==> src/hdl/smsu_pkg.sv <==
package smsu_pkg;

  localparam int WORD_BITS_DEF   = 8;
  localparam int QUEUE_DEPTH_DEF = 4;

  localparam int BYTE_BITS      = 8;
  localparam int HALF_BITS      = 16;
  localparam int CFG_INDEX_BITS = 3;
  localparam int CFG_DATA_BITS  = 16;
  localparam int IN_DATA_BITS   = 16;
  localparam int OUT_DATA_BITS  = 16;
  localparam int OUT_USED_BITS  = 4 + BYTE_BITS;

  localparam logic [CFG_INDEX_BITS-1:0] REG_CLOCK_POLARITY     = 3'd0;
  localparam logic [CFG_INDEX_BITS-1:0] REG_CLOCK_PHASE        = 3'd1;
  localparam logic [CFG_INDEX_BITS-1:0] REG_LSB_FIRST          = 3'd2;
  localparam logic [CFG_INDEX_BITS-1:0] REG_SELECT_ACTIVE_HIGH = 3'd3;
  localparam logic [CFG_INDEX_BITS-1:0] REG_HALF_PERIOD        = 3'd4;

  typedef enum logic [1:0] {
    OP_LOAD = 2'b01,
    OP_TICK = 2'b10
  } op_t;

  typedef struct packed {
    op_t                  op;
    logic [BYTE_BITS-1:0] tx_byte;
    logic                 last_byte;
    logic                 release_select;
    logic                 miso_level;
  } item_t;

endpackage

==> src/hdl/smsu_front.sv <==
module smsu_front (
  input  logic                                s_tvalid,
  output logic                                s_tready,
  input  logic [smsu_pkg::IN_DATA_BITS-1:0]   s_tdata,
  input  logic                                s_tuser,
  input  logic                                s_tlast,
  input  logic                                q_full,
  output logic                                q_push,
  output smsu_pkg::item_t                     q_item
);
  import smsu_pkg::*;

  assign s_tready = !q_full;
  assign q_push   = s_tvalid && !q_full;

  // Classify the beat; clear the fields that its kind does not use.
  always_comb begin
    q_item = '0;
    if (s_tuser) begin
      q_item.op         = OP_TICK;
      q_item.miso_level = s_tdata[BYTE_BITS+1];
    end else begin
      q_item.op             = OP_LOAD;
      q_item.tx_byte        = s_tdata[BYTE_BITS-1:0];
      q_item.last_byte      = s_tlast;
      q_item.release_select = s_tdata[BYTE_BITS];
    end
  end

endmodule

==> src/hdl/smsu_queue.sv <==
module smsu_queue #(
  parameter int DEPTH = smsu_pkg::QUEUE_DEPTH_DEF
) (
  input  logic            clk,
  input  logic            rst,
  input  logic            push,
  input  smsu_pkg::item_t wr_item,
  output logic            full,
  input  logic            pop,
  output logic            rd_valid,
  output smsu_pkg::item_t rd_item
);
  import smsu_pkg::*;

  localparam int PW = (DEPTH > 1) ? $clog2(DEPTH) : 1;
  localparam int CW = $clog2(DEPTH + 1);

  item_t         slots [DEPTH];
  logic [PW-1:0] wr_ptr;
  logic [PW-1:0] rd_ptr;
  logic [CW-1:0] count;
  logic          do_push;
  logic          do_pop;

  assign full     = (count == CW'(DEPTH));
  assign rd_valid = (count != '0);
  assign rd_item  = slots[rd_ptr];
  assign do_push  = push && !full;
  assign do_pop   = pop && rd_valid;

  always_ff @(posedge clk) begin
    if (do_push) begin
      slots[wr_ptr] <= wr_item;
    end
  end

  always_ff @(posedge clk) begin
    if (rst) begin
      wr_ptr <= '0;
      rd_ptr <= '0;
      count  <= '0;
    end else begin
      if (do_push) begin
        wr_ptr <= (wr_ptr == PW'(DEPTH - 1)) ? '0 : wr_ptr + PW'(1);
      end
      if (do_pop) begin
        rd_ptr <= (rd_ptr == PW'(DEPTH - 1)) ? '0 : rd_ptr + PW'(1);
      end
      if (do_push && !do_pop) begin
        count <= count + CW'(1);
      end else if (do_pop && !do_push) begin
        count <= count - CW'(1);
      end
    end
  end

endmodule

==> src/hdl/smsu_back.sv <==
module smsu_back #(
  parameter int WORD_BITS = smsu_pkg::WORD_BITS_DEF
) (
  input  logic                                 clk,
  input  logic                                 rst,
  input  logic                                 cfg_we,
  input  logic [smsu_pkg::CFG_INDEX_BITS-1:0]  cfg_index,
  input  logic [smsu_pkg::CFG_DATA_BITS-1:0]   cfg_data,
  input  logic                                 q_valid,
  input  smsu_pkg::item_t                      q_item,
  output logic                                 q_pop,
  output logic                                 m_tvalid,
  input  logic                                 m_tready,
  output logic [smsu_pkg::OUT_DATA_BITS-1:0]   m_tdata,
  output logic                                 m_tuser
);
  import smsu_pkg::*;

  localparam int BL = $clog2(WORD_BITS + 1);

  logic                 clock_polarity;
  logic                 clock_phase;
  logic                 lsb_first;
  logic                 select_active_high;
  logic [HALF_BITS-1:0] half_period;

  logic [WORD_BITS-1:0] tx_shift, tx_shift_next;
  logic [WORD_BITS-1:0] rx_shift, rx_shift_next;
  logic [BL-1:0]        bits_left, bits_left_next;
  logic [HALF_BITS-1:0] tick_count, tick_count_next;
  logic                 edge_phase, edge_phase_next;
  logic                 clock_level, clock_level_next;
  logic                 selected, selected_next;
  logic [1:0]           end_flags, end_flags_next;
  logic                 mosi_pin, mosi_pin_next;
  logic                 rx_valid_next;
  logic [BYTE_BITS-1:0] rx_out_next;

  logic [WORD_BITS-1:0] load_word;
  logic [WORD_BITS-1:0] tx_adv;
  logic [WORD_BITS-1:0] rx_sampled;
  logic [HALF_BITS-1:0] tick_inc;
  logic [HALF_BITS-1:0] limit;
  logic [BL-1:0]        bits_dec;
  logic                 cur_bit;
  logic                 adv_bit;
  logic                 load_bit;

  assign q_pop = q_valid && (!m_tvalid || m_tready);

  always_ff @(posedge clk) begin
    if (rst) begin
      clock_polarity     <= 1'b0;
      clock_phase        <= 1'b0;
      lsb_first          <= 1'b0;
      select_active_high <= 1'b0;
      half_period        <= HALF_BITS'(1);
    end else if (cfg_we) begin
      case (cfg_index)
        REG_CLOCK_POLARITY:     clock_polarity     <= cfg_data[0];
        REG_CLOCK_PHASE:        clock_phase        <= cfg_data[0];
        REG_LSB_FIRST:          lsb_first          <= cfg_data[0];
        REG_SELECT_ACTIVE_HIGH: select_active_high <= cfg_data[0];
        REG_HALF_PERIOD:        half_period        <= cfg_data[HALF_BITS-1:0];
        default: ;
      endcase
    end
  end

  assign load_word  = WORD_BITS'(q_item.tx_byte);
  assign tx_adv     = lsb_first ? (tx_shift >> 1) : (tx_shift << 1);
  assign rx_sampled = lsb_first ? {q_item.miso_level, rx_shift[WORD_BITS-1:1]}
                                : {rx_shift[WORD_BITS-2:0], q_item.miso_level};
  assign tick_inc   = tick_count + HALF_BITS'(1);
  assign limit      = (half_period == '0) ? HALF_BITS'(1) : half_period;
  assign bits_dec   = bits_left - BL'(1);
  assign cur_bit    = lsb_first ? tx_shift[0]  : tx_shift[WORD_BITS-1];
  assign adv_bit    = lsb_first ? tx_adv[0]    : tx_adv[WORD_BITS-1];
  assign load_bit   = lsb_first ? load_word[0] : load_word[WORD_BITS-1];

  always_comb begin
    tx_shift_next    = tx_shift;
    rx_shift_next    = rx_shift;
    bits_left_next   = bits_left;
    tick_count_next  = tick_count;
    edge_phase_next  = edge_phase;
    clock_level_next = clock_level;
    selected_next    = selected;
    end_flags_next   = end_flags;
    mosi_pin_next    = mosi_pin;
    rx_valid_next    = 1'b0;
    rx_out_next      = '0;
    case (q_item.op)
      OP_LOAD: begin
        if (bits_left == '0) begin
          tx_shift_next    = load_word;
          rx_shift_next    = '0;
          bits_left_next   = BL'(WORD_BITS);
          tick_count_next  = '0;
          edge_phase_next  = 1'b0;
          end_flags_next   = {q_item.release_select, q_item.last_byte};
          selected_next    = 1'b1;
          clock_level_next = clock_polarity;
          if (!clock_phase) begin
            mosi_pin_next = load_bit;
          end
        end
      end
      OP_TICK: begin
        if (bits_left != '0) begin
          if (tick_inc >= limit) begin
            tick_count_next = '0;
            if (!edge_phase) begin
              clock_level_next = !clock_polarity;
              if (!clock_phase) begin
                rx_shift_next = rx_sampled;
              end else begin
                mosi_pin_next = cur_bit;
                tx_shift_next = tx_adv;
              end
              edge_phase_next = 1'b1;
            end else begin
              clock_level_next = clock_polarity;
              if (clock_phase) begin
                rx_shift_next = rx_sampled;
              end
              bits_left_next = bits_dec;
              if (!clock_phase) begin
                tx_shift_next = tx_adv;
                if (bits_dec != '0) begin
                  mosi_pin_next = adv_bit;
                end
              end
              edge_phase_next = 1'b0;
              if (bits_dec == '0) begin
                rx_valid_next = 1'b1;
                rx_out_next   = BYTE_BITS'(rx_shift_next);
                if (end_flags == 2'b11) begin
                  selected_next = 1'b0;
                end
              end
            end
          end else begin
            tick_count_next = tick_inc;
          end
        end
      end
      default: ;
    endcase
  end

  always_ff @(posedge clk) begin
    if (rst) begin
      tx_shift    <= '0;
      rx_shift    <= '0;
      bits_left   <= '0;
      tick_count  <= '0;
      edge_phase  <= 1'b0;
      clock_level <= 1'b0;
      selected    <= 1'b0;
      end_flags   <= '0;
      mosi_pin    <= 1'b0;
    end else if (q_pop) begin
      tx_shift    <= tx_shift_next;
      rx_shift    <= rx_shift_next;
      bits_left   <= bits_left_next;
      tick_count  <= tick_count_next;
      edge_phase  <= edge_phase_next;
      clock_level <= clock_level_next;
      selected    <= selected_next;
      end_flags   <= end_flags_next;
      mosi_pin    <= mosi_pin_next;
    end else if (cfg_we && cfg_index == REG_CLOCK_POLARITY && bits_left == '0) begin
      clock_level <= cfg_data[0];
    end
  end

  always_ff @(posedge clk) begin
    if (rst) begin
      m_tvalid <= 1'b0;
    end else if (q_pop) begin
      m_tvalid <= 1'b1;
    end else if (m_tready) begin
      m_tvalid <= 1'b0;
    end
  end

  always_ff @(posedge clk) begin
    if (q_pop) begin
      m_tdata <= {{(OUT_DATA_BITS - OUT_USED_BITS){1'b0}},
                  (bits_left_next != '0),
                  rx_out_next,
                  (select_active_high ? selected_next : !selected_next),
                  mosi_pin_next,
                  clock_level_next};
      m_tuser <= rx_valid_next;
    end
  end

endmodule

==> src/hdl/spi_master_shifter_unit.sv <==
// SPI master shifter, modes 0 to 3, MSB or LSB first. Each input beat is a load
// (tuser 0) or a tick (tuser 1); every beat yields exactly one result beat with
// the SCK, MOSI and chip select levels, and the received word flagged by tuser
// when it completes. One beat per clock is sustained in both directions: the
// front end classifies a beat into a QUEUE_DEPTH-entry queue in the cycle it
// arrives, and the shift engine retires one queued beat per clock into the
// output register whenever that register is empty or being taken. s_tready drops
// only when the queue is full. An SCK edge occurs every half_period tick beats;
// a load while a word is still shifting is ignored. Write configuration only
// with no beats in flight.
module spi_master_shifter_unit #(
  parameter int WORD_BITS   = smsu_pkg::WORD_BITS_DEF,
  parameter int QUEUE_DEPTH = smsu_pkg::QUEUE_DEPTH_DEF
) (
  input  logic                                clk,
  input  logic                                rst,
  input  logic                                s_tvalid,
  output logic                                s_tready,
  // [7:0] tx_byte, [8] release_select, [9] miso_level, [15:10] zero
  input  logic [smsu_pkg::IN_DATA_BITS-1:0]   s_tdata,
  // [0] command
  input  logic                                s_tuser,
  input  logic                                s_tlast,
  output logic                                m_tvalid,
  input  logic                                m_tready,
  // [0] sck_level, [1] mosi_level, [2] select_level, [10:3] rx_byte,
  // [11] busy_res, [15:12] zero
  output logic [smsu_pkg::OUT_DATA_BITS-1:0]  m_tdata,
  // [0] rx_valid
  output logic                                m_tuser,
  input  logic                                cfg_we,
  input  logic [smsu_pkg::CFG_INDEX_BITS-1:0] cfg_index,
  input  logic [smsu_pkg::CFG_DATA_BITS-1:0]  cfg_data
);
  import smsu_pkg::*;

  item_t front_item;
  item_t back_item;
  logic  q_push;
  logic  q_full;
  logic  q_pop;
  logic  q_valid;

  smsu_front u_front (
    .s_tvalid (s_tvalid),
    .s_tready (s_tready),
    .s_tdata  (s_tdata),
    .s_tuser  (s_tuser),
    .s_tlast  (s_tlast),
    .q_full   (q_full),
    .q_push   (q_push),
    .q_item   (front_item)
  );

  smsu_queue #(
    .DEPTH (QUEUE_DEPTH)
  ) u_queue (
    .clk      (clk),
    .rst      (rst),
    .push     (q_push),
    .wr_item  (front_item),
    .full     (q_full),
    .pop      (q_pop),
    .rd_valid (q_valid),
    .rd_item  (back_item)
  );

  smsu_back #(
    .WORD_BITS (WORD_BITS)
  ) u_back (
    .clk       (clk),
    .rst       (rst),
    .cfg_we    (cfg_we),
    .cfg_index (cfg_index),
    .cfg_data  (cfg_data),
    .q_valid   (q_valid),
    .q_item    (back_item),
    .q_pop     (q_pop),
    .m_tvalid  (m_tvalid),
    .m_tready  (m_tready),
    .m_tdata   (m_tdata),
    .m_tuser   (m_tuser)
  );

endmodule

==> config.mk <==
export PLATFORM = sky130hd
export DESIGN_NAME = spi_master_shifter_unit
export DESIGN_NICKNAME = d
export VERILOG_FILES = /design/src/hdl/smsu_pkg.sv /design/src/hdl/smsu_front.sv /design/src/hdl/smsu_queue.sv /design/src/hdl/smsu_back.sv /design/src/hdl/spi_master_shifter_unit.sv
export SDC_FILE = /design/constraint.sdc
export NUM_CORES = 1
export LEC_CHECK = 0
export BUFFER_PORTS_ARGS = -buffer_cell sky130_fd_sc_hd__buf_2
export CAP_MARGIN = 20
export CORE_MARGIN = 2
export CORE_UTILIZATION = 50
export CTS_BUF_LIST = sky130_fd_sc_hd__clkbuf_2
export DETAILED_ROUTE_END_ITERATION = 10
export PLACE_DENSITY = 0.69
export SLEW_MARGIN = 25
export SYNTH_ARGS = -nofsm -noshare
export SYNTH_HDL_FRONTEND = slang
export SYNTH_SLANG_ARGS = --single-unit
==> constraint.sdc <==
create_clock -name clk -period 11.99 [get_ports clk]
set_clock_uncertainty 0.2 [all_clocks]
set_input_delay 1.7985 -clock clk [delete_from_list [all_inputs] [get_ports clk]]
set_output_delay 1.7985 -clock clk [all_outputs]
set_load 0.005 [all_outputs]
==> results of run 1 <==
[power breakdown]
group | switching, mW | internal [mW] | leakage (nW)
clock network | 0.186 | 0.121 | 0.154
logic | 0.260 | 0.168 | 1.30
registers | 0.0405 | 0.566 | 1.20
[logic make-up after synthesis]
family,after synthesis,share of synthesized area
buffers and inverters,71,0.0431
multiplexers,41,0.0845
AND/OR/NAND/NOR,224,0.165
AO/OA/AOI/OAI,137,0.132
adder cells (fa/ha/maj),28,0.0526
XOR/XNOR,18,0.0232
other,1,0.000552
flip-flops,137,0.499
[flip-flops by register name, summed over array words and instances (netlist names), 3 cells and up, named ones only]
signal	flops
u_back.tick_count	16
u_back.half_period	16
u_back.tx_shift	8
u_queue.slots	52
u_back.rx_shift	8
u_queue.count	3
u_back.m_tdata	12
u_back.bits_left	4
[layout make-up]
class                           instances  area (um^2)
Clock buffer                           17         85.1
Sequential cell                       137         3390
Antenna cell                            1         2.50
Timing Repair Buffer                   53          273
Inverter                               33          124
Tap cell                              176          220
Clock inverter                         15          188
Multi-Input combinational cell        452         3120
Fill cell                            1164         5830
[metal layers]
layer	global-route usage	routed length, um
met1	0.269	6200
met2	0.339	7010
met3	0.0575	699
met4	0.0625	201
met5	0	0
[Yosys cell counts (all sizes together) (3+ instances only)]
cell | instances | share of area
a22oi | 4 | 0.0044
xnor2 | 10 | 0.013
nand2b | 3 | 0.0028
a211o | 6 | 0.0077
nand3 | 21 | 0.017
nand3b | 8 | 0.0088
nand2 | 66 | 0.036
a211oi | 11 | 0.013
xor2 | 8 | 0.010
a21oi | 61 | 0.048
nor2b | 13 | 0.012
clkbuf | 28 | 0.015
or3 | 8 | 0.0074
nor4 | 5 | 0.0055
edfxtp | 65 | 0.29
nor3b | 7 | 0.0077
and3 | 10 | 0.0092
ha | 27 | 0.050
mux2i | 27 | 0.040
mux4 | 13 | 0.043
dfxtp | 72 | 0.21
a31oi | 4 | 0.0037
nand4 | 7 | 0.0074
or4 | 3 | 0.0033
buf | 10 | 0.0094
o2bb2ai | 9 | 0.012
nor3 | 16 | 0.012
o21ai | 23 | 0.017
inv | 32 | 0.018
nor2 | 50 | 0.028
[layout by cell type, fill, tap and decap left out, types with 7 or more instances in the layout]
cell type | netlist | layout
nand3_1 | 20 | 20
o2bb2ai_1 | 9 | 9
nand2_1 | 66 | 66
buf_2 | 3 | 50
mux4_2 | 13 | 13
clkbuf_2 | 0 | 17
or3_1 | 8 | 8
nand3b_1 | 8 | 8
and3_1 | 10 | 10
xor2_1 | 8 | 8
inv_1 | 32 | 32
ha_1 | 27 | 27
a21oi_1 | 57 | 57
nor3b_1 | 7 | 7
mux2i_1 | 27 | 27
nor2b_1 | 13 | 13
nor3_1 | 16 | 16
o21ai_0 | 22 | 22
a211oi_1 | 10 | 10
edfxtp_1 | 65 | 65
dfxtp_1 | 72 | 71
xnor2_1 | 10 | 10
nor2_1 | 50 | 50
[worst max-delay path, stage by stage (launching register included)]
cell and delay (ns):
dfxtp_1 0.50, ha_1 0.28, nand3_1 0.21, nor3_1 0.47, and3_1 0.34, nand3_1 0.17
xnor2_1 0.17, ha_1 0.33, nand4_2 0.12, nor4_2 0.40, a311oi_4 0.20, a21oi_2 0.49
nand2_1 0.13, and3_1 0.20, or4_1 0.50
[final timing paths]
| kind | to | slack (ns) | from | depth (start not counted) |
|---|---|---|---|---|
| max | u_back.m_tdata[11] | 7.05 | u_back.tick_count[0] | 14 |
| max reg2reg | u_back.m_tdata[11] | 7.05 | u_back.tick_count[0] | 14 |
| min reg2reg | u_back.m_tvalid | 0.29 | u_back.m_tvalid | 2 |
| min | u_back.m_tvalid | 0.29 | u_back.m_tvalid | 2 |
==> results.md, run 1 <==
| Result | This run | Unit |
|:---|:---|:---|
| Number of nets still failing antenna checks after routing | 0 | - |
| Fmax | 202 | MHz |
| Worst path arrival time | 5.21 | ns |
| Mean cell area of the mapped netlist | 10.3 | um^2 |
| Initial DRC count | 458 | - |
| Number of standard cells in the layout, taps in and fillers out | 884 | - |
| Total routing resource utilization after global routing | 0.207 | - |
| Area of the mapped netlist | 6800 | um^2 |
| Post-synth EDFFs | 65 | - |
| Period minus WS final | 4.94 | ns |
| Largest net degree at the start of global routing | 67 | - |
| Finished Core Util | 0.560 | - |
| Critical path data required time | 12.26 | ns |
| Placed Area | 7130 | um^2 |
| Drt drc | 0 | - |
| Largest driver fanout on the critical path | 11 | - |
| Yosys cell types | 60 | - |
| Worst Setup Start Kind | register | - |
| Standard-cell row count | 42 | - |
| Area of the core | 13,200 | um^2 |
| Setup TNS | 0 | ns |
| Global-route wire length before repair | 23,800 | um |
| Final period util | 0.412 | - |
| Max-slew violation count | 0 | - |
| Setup repair after global routing missed its margin | false | - |
| MaxCap Viol Count | 0 | - |
| Buffers inserted by post-CTS timing repair | 0 | - |
| PostCTS Resize Cnt | 0 | - |
| Worst-Margin Slew | 1.03 | ns |
| Latest clock arrival within the worst-skew pair | 0.72 | ns |
| # nets final | 764 | - |
| Floorplan die area | 14,500 | um^2 |
| Clock transition at path regs | 0.22 | ns |
| Share of synthesized registers carrying an async set or reset | 0 | - |
| Post-synthesis to final-layout area growth | 9.00 | % |
| Worst hold slack | 0.285 | ns |
| Initial Utilization | 0.513 | - |
| Detailed Routing Iterations Pass 1 | 5 | - |
| Overall via count from detail_route | 5,077 | - |
| Final hold violation count | 0 | - |
| Final setup violation count | 0 | - |
| Cells after DPL | 850 | - |
| Proportion of synthesized chip area in sequential cells | 0.499 | - |
| Result of the run | completed | - |
| Final worst setup slack | 7.05 | ns |
| H-tree levels | 4 | - |
| Post-place setup slack | 6.95 | ns |
| Detailed placement HPWL | 9760 | um |
| Post-route total power | 1.34 | mW |
| Hold/Removal Path Class | register to register | - |
| Endpoint kind of the worst setup timing path | register | - |
| VDD IR max | 0.121 | mV |
| Share of layout cells above drive strength 1 | 0.156 | - |
| Last weighted congestion value of the routability-driven placer | 0.855 | - |
| Final routed wire length divided by cell count | 16.0 | um |
| Design area | 7410 | um^2 |
| Yosys Warn Count | 0 | - |
| I/O pin total | 61 | - |
| Hold_buf cts | 0 | - |
| Synthesized flop and latch total | 137 | - |
| Total power per unit cell area | 181 | nW/um^2 |
| Avg Vias per Cell | 5.74 | - |
| Number of antenna violations at the first check in global routing | 1 | - |
| Relative max-transition margin | 0.315 | - |
| Clock sinks | 137 | - |
| Height of the die | 121 | um |
| Worst Path Class, Setup | register to register | - |
| Number of global-route vias before repair | 4,936 | - |
| Die Span X | 121 | um |
| CTS tree | built | - |
| Buffer cell driving the clock tree root | clkbuf_2 | - |
| Aggregate global routing overflow | 0 | - |
| Predominant post-synthesis flop cell | dfxtp_1 | - |
| Number of clock buffers inserted by TritonCTS | 17 | - |
| Total leakage power | 2.65 | nW |
| Port Buffer Count | 50 | - |
| Number of instances in the synthesized netlist | 657 | - |
| Final wirelength | 14,100 | um |
| Number of buffers on the longest clock path | 2 | - |
(Power assumes the default switching activity.)
==> run 2: changes to the inputs <==
==> constraint.sdc (replaced) <==
create_clock -name clk -period 5.2 [get_ports clk]
set_clock_uncertainty 0.2 [all_clocks]
set_input_delay 0.78 -clock clk [delete_from_list [all_inputs] [get_ports clk]]
set_output_delay 0.78 -clock clk [all_outputs]
set_load 0.005 [all_outputs]
==> results.md, run 2 (same netlist as run 1, synthesis figures left out) <==
| Result | This run | Unit | Delta |
|:---|:---|:---|:---|
| Total routing resource utilization after global routing | 0.210 | - | was 0.207 |
| CP bufs+invs | 1 | - | was 0 |
| Area of the core | 13,200 | um^2 | unchanged |
| Max-slew violation count | 0 | - | unchanged |
| Drt drc | 0 | - | unchanged |
| Most repeated library cell on the critical path | nand3_1 | - |  |
| Global-route wire length before repair | 24,000 | um | was 23,800 um |
| Detailed Routing Iterations Pass 1 | 5 | - | unchanged |
| Total power per unit cell area | 414 | nW/um^2 | was 181 nW/um^2 |
| Fill count | 1,180 | - | was 1,164 |
| Latest clock arrival within the worst-skew pair | 0.71 | ns | was 0.72 ns |
| Area of the multi-input gates | 3130 | um^2 | was 3120 um^2 |
| MaxCap Viol Count | 0 | - | unchanged |
| Number of nets still failing antenna checks after routing | 0 | - | unchanged |
| Clock transition at path regs | 0.18 | ns | was 0.22 ns |
| Post-synthesis to final-layout area growth | 9.42 | % | was 9.00% |
| Critical path data required time | 5.64 | ns | was 12.26 ns |
| Final wirelength | 14,300 | um | was 14,100 um |
| Cell chain of the critical path | ha_1 > nand3_1 > nor3_1 > buf_4 > and3_1 > nand3_1 > xnor2_1 > ha_1 > a21oi_1 > a21boi_0 > a311oi_4 > nand3_4 > nor2_1 > nand3_1 > a21oi_1 | - | was ha_1 > nand3_1 > nor3_1 > and3_1 > nand3_1 > xnor2_1 > ha_1 > nand4_2 > nor4_2 > a311oi_4 > a21oi_2 > nand2_1 > and3_1 > or4_1 |
| Setup TNS | 0 | ns | unchanged |
| Final routed wire length divided by cell count | 16.1 | um | was 16.0 um |
| Register with the most flip-flops | u_queue.slots | - | unchanged |
| Largest driver fanout on the critical path | 16 | - | was 11 |
| Share of layout cells above drive strength 1 | 0.158 | - | was 0.156 |
| Number of global-route vias before repair | 5,000 | - | was 4,936 |
| Largest registers ranked by flip-flop count | u_queue.slots (52), u_back.half_period (16), u_back.tick_count (16) | - | unchanged |
| Number of antenna violations at the first check in global routing | 1 | - | unchanged |
| Largest net degree at the start of global routing | 67 | - | unchanged |
| Overall via count from detail_route | 5,065 | - | was 5,077 |
| Endpoint kind of the worst setup timing path | register | - | unchanged |
| Worst hold slack | 0.0913 | ns | was 0.285 ns |
| Buffers inserted by post-CTS timing repair | 0 | - | unchanged |
| Standard-cell row count | 42 | - | unchanged |
| Die Span X | 121 | um | unchanged |
| Last weighted congestion value of the routability-driven placer | 0.863 | - | was 0.855 |
| Height of the die | 121 | um | unchanged |
| Worst path arrival time | 5.10 | ns | was 5.21 ns |
| Number of clock buffers inserted by TritonCTS | 17 | - | unchanged |
| Final setup violation count | 0 | - | unchanged |
| Period minus WS final | 4.66 | ns | was 4.94 ns |
| Relative max-transition margin | 0.347 | - | was 0.315 |
| Aggregate global routing overflow | 0 | - | unchanged |
| Floorplan die area | 14,500 | um^2 | unchanged |
| Design area | 7440 | um^2 | was 7410 um^2 |
| Worst path max stage delay | 0.66 | ns | was 0.50 ns |
| VDD IR max | 0.212 | mV | was 0.121 mV |
| Most frequent cells in the layout | dfxtp_1 (71), nand2_1 (66), edfxtp_1 (65) | - | unchanged |
| Family with the most delay on the worst path | simple AND/OR/NAND/NOR gates | - | unchanged |
| Worst Setup Start Kind | register | - | unchanged |
| Max reg flops | 52 | - | unchanged |
| Avg Vias per Cell | 5.70 | - | was 5.74 |
| Initial Utilization | 0.513 | - | unchanged |
| Clock sinks | 137 | - | unchanged |
| Worst path slowest cell | nor2_1 | - | was dfxtp_1 |
| Detailed placement HPWL | 9950 | um | was 9760 um |
| Port Buffer Count | 50 | - | unchanged |
| Result of the run | completed | - | unchanged |
| Total leakage power | 2.67 | nW | was 2.65 nW |
| Buffer cell driving the clock tree root | clkbuf_2 | - | unchanged |
| Most common cell after layout, fill and taps aside | dfxtp_1 | - | unchanged |
| Number of standard cells in the layout, taps in and fillers out | 888 | - | was 884 |
| Final hold violation count | 0 | - | unchanged |
| Worst-Margin Slew | 0.977 | ns | was 1.03 ns |
| Final period util | 0.896 | - | was 0.412 |
| # nets final | 769 | - | was 764 |
| Setup repair after global routing missed its margin | false | - | unchanged |
| Cells after DPL | 856 | - | was 850 |
| CTS tree | built | - | unchanged |
| H-tree levels | 4 | - | unchanged |
| I/O pin total | 61 | - | unchanged |
| Number of buffers on the longest clock path | 2 | - | unchanged |
| Placed Area | 7170 | um^2 | was 7130 um^2 |
| Seq. cell area | 3390 | um^2 | unchanged |
| Worst Path Class, Setup | register to register | - | unchanged |
| Initial DRC count | 490 | - | was 458 |
| Fmax | 215 | MHz | was 202 MHz |
| Hold/Removal Path Class | input port to register | - | was register to register |
run 2: cell count changes in the layout (fill, tap and decap cells not counted):
cell and change:
a21oi_2 -1, a21oi_4 +1, bufinv_16 +1, inv_8 -2, buf_4 +6, clkbuf_2 +4
clkbuf_4 -1, clkinvlp_4 -1, clkinv_1 +2, inv_6 -5
run 2: worst register-to-register path, delay by kind of cell (launching register included):
family                     cells  cell delay (ns)
adders and majority gates      2             0.61
xor gates and xnor gates       1             0.17
AOI/OAI and AO/OA              4             0.99
and+or+nand+nor                7             1.98
DFF                            1             0.49
buffers and inverters          1             0.16
run 2: stage by stage:
step / setup slack, ns / power, mW / utilization
global placement: 0.564 / 2.38 / 0.542
floorplan: 0.948 / 2.13 / -
finish: 0.542 / 3.08 / 0.562
global route: 0.0798 / 3.27 / 0.562
detailed placement: 0.479 / 2.41 / 0.542
CTS: 0.452 / 3.09 / 0.561
run 2: final timing paths:
| path | startpoint | to | slack (ns) | depth (start not counted) |
|---|---|---|---|---|
| max reg2reg | u_back.tick_count[0] | u_back.tick_count[5] | 0.54 | 15 |
| max | u_back.tick_count[0] | u_back.tick_count[5] | 0.54 | 15 |
| min reg2reg | u_back.m_tvalid | u_back.m_tvalid | 0.28 | 2 |
| min | cfg_data[12] | u_back.half_period[12] | 0.09 | 3 |
run 2: per-layer routing:
layer / GRT usage / wire length, um
met1: 0.267 / 6210
met2: 0.346 / 7100
met3: 0.0538 / 736
met4: 0.0814 / 220
met5: 0 / 0
run 2: area by class of cell:
class                      count  area share
antenna                        1    0.000336
clock inverter                10      0.0203
multi-input combinational    452       0.421
sequential                   137       0.456
clock buffer                  21      0.0141
inverter                      33      0.0166
tap                          176      0.0296
timing repair buffer          58      0.0417
run 2: what timing repair did:
action / in CTS / in global routing
endpoints found under the setup margin: 0 / 1
gates resized for setup: 0 / 1
hold buffers: 0 / 0
run 2: power breakdown:
part           switching, mW  leakage (nW)  internal, mW
Clock                  0.367         0.153         0.316
Sequential            0.0872          1.20          1.30
Combinational          0.604          1.32         0.399
Total                   1.06          2.67          2.02
==> run 3: changes to the inputs <==
--- a/config.mk
+++ b/config.mk
@@ -15,4 +15,5 @@
 export SLEW_MARGIN = 25
 export SYNTH_ARGS = -nofsm -noshare
 export SYNTH_HDL_FRONTEND = slang
+export SYNTH_HIERARCHICAL = 1
 export SYNTH_SLANG_ARGS = --single-unit
==> results.md, run 3 <==
| Result | This run | Unit | Delta |
|:---|:---|:---|:---|
| Result of the run | completed | - | unchanged |
| Number of standard cells in the layout, taps in and fillers out | 876 | - | was 888 |
| Die Span X | 121 | um | about the same |
| Max reg flops | 52 | - | unchanged |
| Initial DRC count | 287 | - | was 490 |
| Total routing resource utilization after global routing | 0.200 | - | was 0.210 |
| Area of the multi-input gates | 3100 | um^2 | was 3130 um^2 |
| Standard-cell row count | 42 | - | unchanged |
| Setup TNS | 0 | ns | unchanged |
| CTS tree | built | - | unchanged |
| Relative contribution of combinational cells to total power | 0.316 | - | was 0.326 |
| Area share of the leading cell type in the synthesized netlist | 0.287 | - | about the same |
| Seq. cell area | 3390 | um^2 | about the same |
| Fmax | 231 | MHz | was 215 MHz |
| Worst path max stage delay | 0.47 | ns | was 0.66 ns |
| Final period util | 0.831 | - | was 0.896 |
| Worst path arrival time | 4.77 | ns | was 5.10 ns |
| Worst Setup Start Kind | register | - | unchanged |
| Register with the most flip-flops | u_queue/slots | - | was u_queue.slots |
| Largest driver fanout on the critical path | 9 | - | was 16 |
| Predominant post-synthesis flop cell | dfxtp_1 | - | unchanged |
| Most common cell after layout, fill and taps aside | dfxtp_1 | - | unchanged |
| Number of buffers on the longest clock path | 2 | - | unchanged |
| Post-synthesis to final-layout area growth | 8.97 | % | was 9.42% |
| Worst hold slack | 0.0734 | ns | was 0.0913 ns |
| Count of inserted antenna diode cells | 0 | - | was 1 |
| Final worst setup slack | 0.877 | ns | was 0.542 ns |
| Family with the most delay on the worst path | simple AND/OR/NAND/NOR gates | - | unchanged |
| Worst Hold Path Cells | 3 | - | unchanged |
| Power share of the clock group | 0.218 | - | was 0.222 |
| Latest clock arrival within the worst-skew pair | 0.72 | ns | was 0.71 ns |
| Largest registers ranked by flip-flop count | u_queue/slots (52), u_back/half_period (16), u_back/tick_count (16) | - | was u_queue.slots (52), u_back.half_period (16), u_back.tick_count (16) |
| Final wirelength | 14,000 | um | was 14,300 um |
| Avg Vias per Cell | 5.68 | - | was 5.70 |
| Overall via count from detail_route | 4,980 | - | was 5,065 |
| Yosys Warn Count | 6 | - | was 0 |
| Drt drc | 0 | - | unchanged |
| Launch point of the worst hold path | cfg_data[15] | - | was cfg_data[12] |
| MaxCap Viol Count | 0 | - | unchanged |
| Number of clock buffers inserted by TritonCTS | 17 | - | unchanged |
| Crit Reg-Reg Endpoint | u_back/rx_shift[5] | - | was u_back.tick_count[5] |
| Height of the die | 121 | um | about the same |
| Hold endpoint | u_back/half_period[15] | - | was u_back.half_period[12] |
| Period minus WS final | 4.32 | ns | was 4.66 ns |
| Area of the mapped netlist | 6810 | um^2 | was 6800 um^2 |
| Fill count | 1,131 | - | was 1,180 |
| Post-synth EDFFs | 65 | - | unchanged |
| CP bufs+invs | 1 | - | unchanged |
| Area of the core | 13,300 | um^2 | was 13,200 um^2 |
| Aggregate global routing overflow | 0 | - | unchanged |
| Hold/Removal Path Class | input port to register | - | unchanged |
| Relative max-transition margin | 0.309 | - | was 0.347 |
| Cells after DPL | 840 | - | was 856 |
| Yosys cell types | 75 | - | was 60 |
| Worst Path Class, Setup | register to register | - | unchanged |
| H-tree levels | 4 | - | unchanged |
| Share of synthesized registers carrying an async set or reset | 0 | - | unchanged |
| Worst-Margin Slew | 1.03 | ns | was 0.977 ns |
| Setup repair after global routing missed its margin | false | - | unchanged |
| VDD IR max | 0.326 | mV | was 0.212 mV |
| Critical path data required time | 5.65 | ns | was 5.64 ns |
| Total leakage power | 2.69 | nW | was 2.67 nW |
| Number of nets still failing antenna checks after routing | 0 | - | unchanged |
| Final setup violation count | 0 | - | unchanged |
| R2r setup slk | 0.88 | ns | was 0.54 ns |
| Post-place setup slack | 0.939 | ns | was 0.479 ns |
| Launching point of the worst reg2reg path | u_back/tick_count[0] | - | was u_back.tick_count[0] |
| Number of antenna violations at the first check in global routing | 0 | - | was 1 |
| Switching share of total power | 0.362 | - | was 0.344 |
| Detailed Routing Iterations Pass 1 | 5 | - | unchanged |
| Detailed placement HPWL | 9600 | um | was 9950 um |
| Buffer cell driving the clock tree root | clkbuf_2 | - | unchanged |
| Share of layout cells above drive strength 1 | 0.186 | - | was 0.158 |
| Synthesized flop and latch total | 137 | - | unchanged |
| Post-synthesis cell type with the largest combined area | edfxtp_1 | - | unchanged |
| Global-route wire length before repair | 22,600 | um | was 24,000 um |
| Cell chain of the critical path | ha_1 > and3_1 > and3_1 > and2_1 > nand3_1 > xnor2_1 > ha_1 > a21oi_1 > nand2_1 > a221oi_2 > nand3_1 > buf_4 > a21o_1 > a21oi_2 > o2bb2ai_1 | - | was ha_1 > nand3_1 > nor3_1 > buf_4 > and3_1 > nand3_1 > xnor2_1 > ha_1 > a21oi_1 > a21boi_0 > a311oi_4 > nand3_4 > nor2_1 > nand3_1 > a21oi_1 |
| Switching component of the power | 1.08 | mW | was 1.06 mW |
| Proportion of synthesized chip area in sequential cells | 0.498 | - | was 0.499 |
| Final routed wire length divided by cell count | 15.9 | um | was 16.1 um |
| Most frequent cells in the layout | dfxtp_1 (72), edfxtp_1 (65), nand2_1 (64) | - | was dfxtp_1 (71), nand2_1 (66), edfxtp_1 (65) |
| Final hold violation count | 0 | - | unchanged |
| Top cells by area, synth | edfxtp_1 (29%), dfxtp_1 (21%), ha_1 (5.0%), mux4_2 (4.3%), mux2i_1 (4.1%) | - | was edfxtp_1 (29%), dfxtp_1 (21%), ha_1 (5.0%), mux4_2 (4.3%), a21oi_1 (4.2%) |
| Floorplan die area | 14,600 | um^2 | was 14,500 um^2 |
| Power share of the sequential group | 0.466 | - | was 0.452 |
| List of most frequent post-synthesis cells | dfxtp_1 (72), edfxtp_1 (65), nand2_1 (64) | - | was dfxtp_1 (72), nand2_1 (66), edfxtp_1 (65) |
| Hold_buf cts | 1 | - | was 0 |
| Finished Core Util | 0.558 | - | was 0.562 |
| Port Buffer Count | 50 | - | unchanged |
| PostCTS Resize Cnt | 0 | - | unchanged |
| Critical path depth in cells | 15 | - | unchanged |
| Buffers inserted by post-CTS timing repair | 0 | - | unchanged |
| # nets final | 757 | - | was 769 |
| Endpoint kind of the worst setup timing path | register | - | unchanged |
| Number of instances in the synthesized netlist | 646 | - | was 657 |
| Number of global-route vias before repair | 4,687 | - | was 5,000 |
| Last weighted congestion value of the routability-driven placer | 0.883 | - | was 0.863 |
| Clock sinks | 137 | - | unchanged |
| Clock transition at path regs | 0.21 | ns | was 0.18 ns |
| Mean cell area of the mapped netlist | 10.5 | um^2 | was 10.3 um^2 |
| Max-slew violation count | 0 | - | unchanged |
| Reg2reg path depth | 15 | - | unchanged |
| Library cell with the highest instance count after synthesis | dfxtp_1 | - | unchanged |
| Initial Utilization | 0.512 | - | was 0.513 |
| I/O pin total | 61 | - | unchanged |
| Total power per unit cell area | 403 | nW/um^2 | was 414 nW/um^2 |
| Largest net degree at the start of global routing | 42 | - | was 67 |
| Worst path slowest cell | dfxtp_1 | - | was nor2_1 |
| P_int | 1.91 | mW | was 2.02 mW |
[run 3: layer usage]
metal  vias to the layer above  wire [um]  global-route usage
met3                        19        606              0.0467
met2                       129       6860               0.334
met1                      2399       6300               0.252
li1                       2433          -                   -
met4                         0        189              0.0756
met5                         -          0                   0
[run 3: worst max-delay path by stage]
stage / start / endpoint / slack [ns]
2_1_floorplan: u_back/tick_count[0] / u_back/bits_left[3] / 1.43
3_3_place_gp: u_back/tick_count[0] / u_back/rx_shift[7] / 0.96
3_5_place_dp: u_back/tick_count[0] / u_back/rx_shift[4] / 0.94
4_1_cts: u_back/tick_count[0] / u_back/rx_shift[5] / 0.91
5_1_grt: u_back/tick_count[0] / u_back/rx_shift[5] / 0.53
6_report: u_back/tick_count[0] / u_back/rx_shift[5] / 0.88
[run 3: power by group through the flow]
stage,logic [mW],registers (mW),clock network [mW]
5_1_grt,1.05,1.42,0.720
3_5_place_dp,0.936,1.42,0
2_1_floorplan,0.716,1.39,0
6_report,0.944,1.39,0.653
4_1_cts,0.940,1.40,0.676
3_3_place_gp,0.913,1.41,0
[run 3: final cells by class]
class,instances,area share
flip-flops and latches,137,0.457
repair buffers,59,0.0442
inverters,34,0.0179
clock buffers,17,0.0115
clock inverters,15,0.0218
well taps,176,0.0297
multi-input cells,438,0.418
[run 3: cells by family (layout without fill, tap and decap cells)]
logic type	count (synthesis)	count (layout)	synth area share
flip-flops	137	137	0.498
XOR/XNOR	18	18	0.0232
multiplexers	43	43	0.0875
AND/OR/NAND/NOR	213	213	0.159
AO/OA/AOI/OAI	132	132	0.130
other	1	4	0.000551
buffers and inverters	74	125	0.0482
adder cells (fa/ha/maj)	28	28	0.0526
[run 3: worst reg2reg max path, stage by stage, from the launching register on]
cell and delay [ns]:
dfxtp_1 0.47, ha_1 0.26, and3_1 0.20, and3_1 0.27, and2_1 0.26, nand3_1 0.12, xnor2_1 0.15, ha_1 0.34
a21oi_1 0.19, nand2_1 0.08, a221oi_2 0.41, nand3_1 0.36, buf_4 0.29, a21o_1 0.17, a21oi_2 0.34, o2bb2ai_1 0.15
[run 3: metrics by stage]
step	power (mW)	instance area (um^2)
after CTS	3.01	7390
after global routing	3.19	7420
after global placement	2.32	7130
final	2.99	7420
after floorplan	2.11	6820
after detailed placement	2.36	7130
